`config.mk`:
```
export PLATFORM = sky130hd
export DESIGN_NAME = bmhq_ctrl
export DESIGN_NICKNAME = d
export VERILOG_FILES = /design/src/hdl/bmhq_pkg.sv /design/src/hdl/bmhq_ctrl.sv
export SDC_FILE = /design/constraint.sdc
export NUM_CORES = 1
export LEC_CHECK = 0
export BUFFER_PORTS_ARGS = -buffer_cell sky130_fd_sc_hd__clkbuf_2
export CORE_AREA = 3 3 40 42
export CTS_CLUSTER_DIAMETER = 50
export DETAILED_ROUTE_END_ITERATION = 16
export DIE_AREA = 0 0 43 45
export PLACE_DENSITY = 0.65
export RECOVER_POWER = 50
export SLEW_MARGIN = 20
export SYNTH_ARGS = -nofsm -noshare
export SYNTH_HDL_FRONTEND = slang
export SYNTH_SLANG_ARGS = --single-unit
```
`constraint.sdc`:
```
create_clock -name clk_i -period 1.61 [get_ports clk_i]
set_input_delay 0.0805 -clock clk_i [delete_from_list [all_inputs] [get_ports clk_i]]
set_output_delay 0.0805 -clock clk_i [all_outputs]
set_load 0.005 [all_outputs]
```
`src/hdl/bmhq_pkg.sv`:
```
// ----------------------------------------------------------------------------
// bmhq_pkg
// Types and constants shared by the heap queue controller, datapath and top.
// ----------------------------------------------------------------------------
package bmhq_pkg;

  localparam int unsigned KEY_W    = 32;
  localparam int unsigned STATUS_W = 2;
  localparam int unsigned COUNT_W  = 11;

  typedef enum logic {
    CMD_INSERT = 1'b0,
    CMD_DELETE = 1'b1
  } cmd_e;

  typedef enum logic [STATUS_W-1:0] {
    ST_OK    = 2'd0,
    ST_EMPTY = 2'd1,
    ST_FULL  = 2'd2
  } status_e;

  typedef struct packed {
    cmd_e             command;
    logic [KEY_W-1:0] key;
  } req_t;

  typedef struct packed {
    logic [KEY_W-1:0]   max_key;
    status_e            status;
    logic [COUNT_W-1:0] count;
  } rsp_t;

  typedef enum logic [3:0] {
    S_IDLE,
    S_UP_RD,
    S_UP_CMP,
    S_DN_TOP,
    S_DN_LAST,
    S_DN_CHK,
    S_DN_LEFT,
    S_DN_RIGHT
  } state_e;

  typedef enum logic [2:0] {
    RD_PARENT,
    RD_ROOT,
    RD_LAST,
    RD_LEFT,
    RD_RIGHT
  } rd_sel_e;

  typedef enum logic [1:0] {
    POS_HOLD,
    POS_PARENT,
    POS_CAND
  } pos_sel_e;

  typedef struct packed {
    logic     ins_load;
    logic     rd_en;
    rd_sel_e  rd_sel;
    logic     cap_top;
    logic     cap_mov;
    logic     cap_left;
    logic     use_right;
    logic     wr_en;
    logic     wr_mov;
    pos_sel_e pos_sel;
    logic     finish;
    status_e  res_status;
    logic     res_del;
  } dp_cmd_t;

  typedef struct packed {
    logic full;
    logic empty;
    logic pos_root;
    logic left_beyond;
    logic right_ok;
    logic rd_ge_mov;
    logic mov_ge_cand;
  } dp_stat_t;

endpackage

```
`src/hdl/bmhq_ctrl.sv`:
```
// ----------------------------------------------------------------------------
// bmhq_ctrl
// Sequencer for insert sift-up and delete sift-down over the heap store.
// ----------------------------------------------------------------------------
module bmhq_ctrl (
  input  logic              clk_i,
  input  logic              rst_ni,
  input  logic              start_i,
  input  bmhq_pkg::cmd_e    command_i,
  input  bmhq_pkg::dp_stat_t stat_i,
  output logic              busy_o,
  output bmhq_pkg::dp_cmd_t cmd_o
);
  import bmhq_pkg::*;

  state_e state_q, state_d;

  always_ff @(posedge clk_i or negedge rst_ni) begin
    if (!rst_ni) begin
      state_q <= S_IDLE;
    end else begin
      state_q <= state_d;
    end
  end

  assign busy_o = (state_q != S_IDLE);

  always_comb begin
    state_d = state_q;
    cmd_o   = '0;
    unique case (state_q)
      S_IDLE: begin
        if (start_i) begin
          if (command_i == CMD_INSERT) begin
            if (stat_i.full) begin
              cmd_o.finish     = 1'b1;
              cmd_o.res_status = ST_FULL;
            end else begin
              cmd_o.ins_load = 1'b1;
              state_d        = S_UP_RD;
            end
          end else begin
            if (stat_i.empty) begin
              cmd_o.finish     = 1'b1;
              cmd_o.res_status = ST_EMPTY;
            end else begin
              cmd_o.rd_en  = 1'b1;
              cmd_o.rd_sel = RD_ROOT;
              state_d      = S_DN_TOP;
            end
          end
        end
      end
      S_UP_RD: begin
        if (stat_i.pos_root) begin
          cmd_o.wr_en  = 1'b1;
          cmd_o.wr_mov = 1'b1;
          cmd_o.finish = 1'b1;
          state_d      = S_IDLE;
        end else begin
          cmd_o.rd_en  = 1'b1;
          cmd_o.rd_sel = RD_PARENT;
          state_d      = S_UP_CMP;
        end
      end
      S_UP_CMP: begin
        cmd_o.wr_en = 1'b1;
        if (stat_i.rd_ge_mov) begin
          cmd_o.wr_mov = 1'b1;
          cmd_o.finish = 1'b1;
          state_d      = S_IDLE;
        end else begin
          cmd_o.pos_sel = POS_PARENT;
          state_d       = S_UP_RD;
        end
      end
      S_DN_TOP: begin
        cmd_o.cap_top = 1'b1;
        cmd_o.rd_en   = 1'b1;
        cmd_o.rd_sel  = RD_LAST;
        state_d       = S_DN_LAST;
      end
      S_DN_LAST: begin
        cmd_o.cap_mov = 1'b1;
        state_d       = S_DN_CHK;
      end
      S_DN_CHK: begin
        if (stat_i.left_beyond) begin
          cmd_o.wr_en   = 1'b1;
          cmd_o.wr_mov  = 1'b1;
          cmd_o.finish  = 1'b1;
          cmd_o.res_del = 1'b1;
          state_d       = S_IDLE;
        end else begin
          cmd_o.rd_en  = 1'b1;
          cmd_o.rd_sel = RD_LEFT;
          state_d      = S_DN_LEFT;
        end
      end
      S_DN_LEFT, S_DN_RIGHT: begin
        if (state_q == S_DN_LEFT) begin
          cmd_o.cap_left = 1'b1;
        end else begin
          cmd_o.use_right = 1'b1;
        end
        if (state_q == S_DN_LEFT && stat_i.right_ok) begin
          cmd_o.rd_en  = 1'b1;
          cmd_o.rd_sel = RD_RIGHT;
          state_d      = S_DN_RIGHT;
        end else if (stat_i.mov_ge_cand) begin
          cmd_o.wr_en   = 1'b1;
          cmd_o.wr_mov  = 1'b1;
          cmd_o.finish  = 1'b1;
          cmd_o.res_del = 1'b1;
          state_d       = S_IDLE;
        end else begin
          cmd_o.wr_en   = 1'b1;
          cmd_o.pos_sel = POS_CAND;
          state_d       = S_DN_CHK;
        end
      end
      default: begin
        state_d = S_IDLE;
      end
    endcase
  end

endmodule

```
==> key figures <==
Worst setup path
  • Crit path capture type: output pin
  • Cell depth of the worst setup path: 4
  • CP arrival: ~1.7 ns
  • Reg2Reg Depth: 3
  • End point of the critical path: cmd_o[12]
  • Crit path buf inv count: 1
  • CP startpoint: state_q[2]
  • Crit-path cells: or4b_4 > or3b_4 > nand2_1 > clkbuf_2
  • CP Class: flip-flop to output pin
  • Terminus of the critical flop-to-flop path: state_q[1]
  • Reg2Reg Launch Point: state_q[2]
  • Crit-path max cell delay: roughly 0.53 ns
  • CP delay by family, top: simple AND/OR/NAND/NOR gates
  • R2r setup slk: 0.15 ns
  • Worst Path Required: 1.53 ns
  • Critical path's slowest cell: or4b_4
  • CP max FO: 3
  • Startpoint Class: flip-flop

Clock tree
  • Root buf cell: clkbuf_4
  • Clock slew at reported path FFs: 0.04 ns
  • # clock sinks: 3
  • CTS tree: yes
  • Htree depth: 1
  • Worst skew pair latency: between 0.2 and 0.25 ns
  • CTS buffer count: 3
  • CTS Buffer Depth: 2

Placement
  • Setup WS pre-CTS: approximately 0.06 ns
  • Placed cell area: 601 um^2
  • Post-DP HPWL: approximately 920 um
  • Port-buffer cells: 28
  • Routability cong.: a little over 0.7

Finish
  • Filler cell count: between 100 and 150
  • Antenna diode instance count: 0
  • Final #Nets: 103
  • Flip-flop count of the largest register after layout: 3
  • Leading registers by flop count: state_q (3)
  • Largest reg by FF count: state_q
  • Layout area overhead: 54.6%
  • Final instance area: between 600 and 700 um^2
  • Layout cell share with drive strength beyond 1: 0.484

Timing
  • Final setup fails: 6
  • Max-slew violations: 0
  • Fmax: between 500 and 600 MHz
  • Final Critical Period: roughly 1.8 ns
  • Worst slew pin tran: 0.301 ns
  • Final setup skew: roughly 0.0063 ns
  • Final hold violation count: 0
  • Tcrit/Tclk final: 1.12
  • RSZ-0062 raised after global routing: true
  • Final worst slack: -0.187 ns
  • Slew headroom: 0.797

Logic synthesis
  • Synth Area in Adders: 0
  • Largest area contributor in the synthesized netlist: dfrtp_1
  • Syn_area_per_cell: about 7.4 um^2
  • Yosys warnings: 0
  • Multiplexer share of the synthesized area: 0.0460
  • Post-Synth XOR/XNOR Area: 0
  • Gate count of the mapped netlist: slightly below 60
  • Synth area leaders: dfrtp_1 (17%), nand2_1 (6.0%), and4b_1 (4.6%)
  • Synth cell types: 32
  • Mapped cell area: roughly 440 um^2
  • Simple-Gate Fraction of Synth Area: 0.555
  • Seq cells post-synth: 3
  • Largest family of logic cells by synthesized area: simple AND/OR/NAND/NOR gates
  • Synth top area share: 0.172
  • Compound-Gate Fraction of Synth Area: 0.172
  • Synth Net Count: 70
  • Post-synthesis sequential area ratio: 0.172

Pwr
  • Pwr Density: 1480 nW/um^2
  • Peak VDD IR: 484 uV
  • P_leak: around 0.36 nW

Routing
  • WL/cell: between 10 and 15 um
  • Final antenna-violating net count: 0
  • Final WL: around 1.2 mm
  • Vias: 555
  • Vias per cell: around 5.2
  • Router iterations before antenna repair: 4
  • DRC: 0
  • Initial drt markers: 9

Run status
  • Status: finished with violations
  • Violated checks: setup timing

Die
  • Rows: 13
  • Io pins: 29
  • Die height: about 45 um
  • Core area: 1280 um^2
  • Die area: approximately 1900 um^2
  • Initial Utilization: 0.339
  • Die X: roughly 43 um

GRT
  • Initial antenna violation count: 0
  • Vias in the first global route: approximately 500
  • First-pass GRT wire length: around 2.0 mm
  • Global Route Usage Sum: 0.136
  • Grt total ovfl: 0
  • Largest net degree at the start of global routing: 23

Job
  • Max-Cap Viols: 0

Worst hold path
  • Hold Path Class: primary input to flip-flop
  • Hold Crit Start: start_i
[worst min-delay path by stage]
| stage | to | slack [ns] | cells past startpoint |
|---|---|---|---|
| 6_report | state_q[0] | 0.13 | 3 |
| 3_5_place_dp | state_q[0] | -0.12 | 1 |
| 3_3_place_gp | state_q[0] | -0.12 | 1 |
| 2_1_floorplan | state_q[0] | -0.22 | 0 |
| 4_1_cts | state_q[0] | 0.14 | 3 |
| 5_1_grt | state_q[0] | 0.17 | 3 |
[logic make-up after synthesis]
logic type      after synthesis
compound gates               11
flops                         3
simple gates                 37
mux                           2
buf+inv                       6
[layout make-up]
| type | instances | area, um^2 | share of cell area |
|---|---|---|---|
| timing repair buffer | 34 | 194 | 0.288 |
| tap | 15 | 18.8 | 0.0279 |
| clock buffer | 4 | 26.3 | 0.0390 |
| sequential | 3 | 75.1 | 0.112 |
| multi-input combinational | 50 | 359 | 0.533 |
[stage by stage]
stage	setup TNS (ns)	std cells	power, W	hold WS [ns]	util
after global routing	-1.36	106	0.00109	0.166	0.524
after CTS	-0.927	106	0.000992	0.136	0.520
final	-0.863	106	0.000996	0.131	0.524
after floorplan	0	59	0.000570	-0.215	-
after global placement	0	100	0.000808	-0.122	0.467
after detailed placement	0	100	0.000811	-0.121	0.467
[cell usage after synthesis (all sizes together)]
master	count
and4b	2
or3	1
and4bb	1
nand2b	3
mux2i	2
nand3	3
nor3	3
nor2	3
nor3b	2
o211ai	1
nand2	7
o221a	1
nand4	1
dfrtp	3
or4b	2
or3b	1
o21a	1
a31oi	1
a21oi	2
a21boi	1
and3b	1
nand3b	1
a41o	1
nor4bb	1
nor2b	3
buf	1
nor4b	1
o21ai	3
clkbuf	5
and3	1
[routing by layer]
metal	track usage	part of all wire	routed length (um)	vias up
met5	0	0	0	-
met4	0.0783	0.020	25	0
met3	0.00797	0.070	87	3
met2	0.222	0.48	602	20
met1	0.180	0.43	533	250
li1	-	-	-	282
[power by group]
part	total, W	switching, W	internal [W]
combinational	0.000727	0.000365	0.000362
sequential	0.000129	0.0000198	0.000110
clock	0.000139	0.0000457	0.0000933
total	0.000996	0.000431	0.000565
[tightest hold or removal path, stage by stage]
cell,delay [ns]
clkbuf_2,0.09
a21oi_1,0.06
a21oi_1,0.10
[placed cells by master, fill, tap and decap left out, types with 3 or more instances in the layout]
master / Yosys / routed
buf_2: 1 / 4
dfrtp_1: 3 / 3
clkbuf_2: 0 / 23
nor2b_1: 3 / 3
clkbuf_4: 0 / 3
buf_4: 0 / 3
nand2_1: 7 / 7
nand2b_1: 3 / 3
[what timing repair did]
action,in CTS,in global routing
hold buffers,1,0
hold endpoints to repair,3,0
resized for setup,5,6
pin swaps,1,0
setup buffers,1,0
endpoints found under the setup margin,6,8
Note: power is estimated with default switching activity, not from simulation.
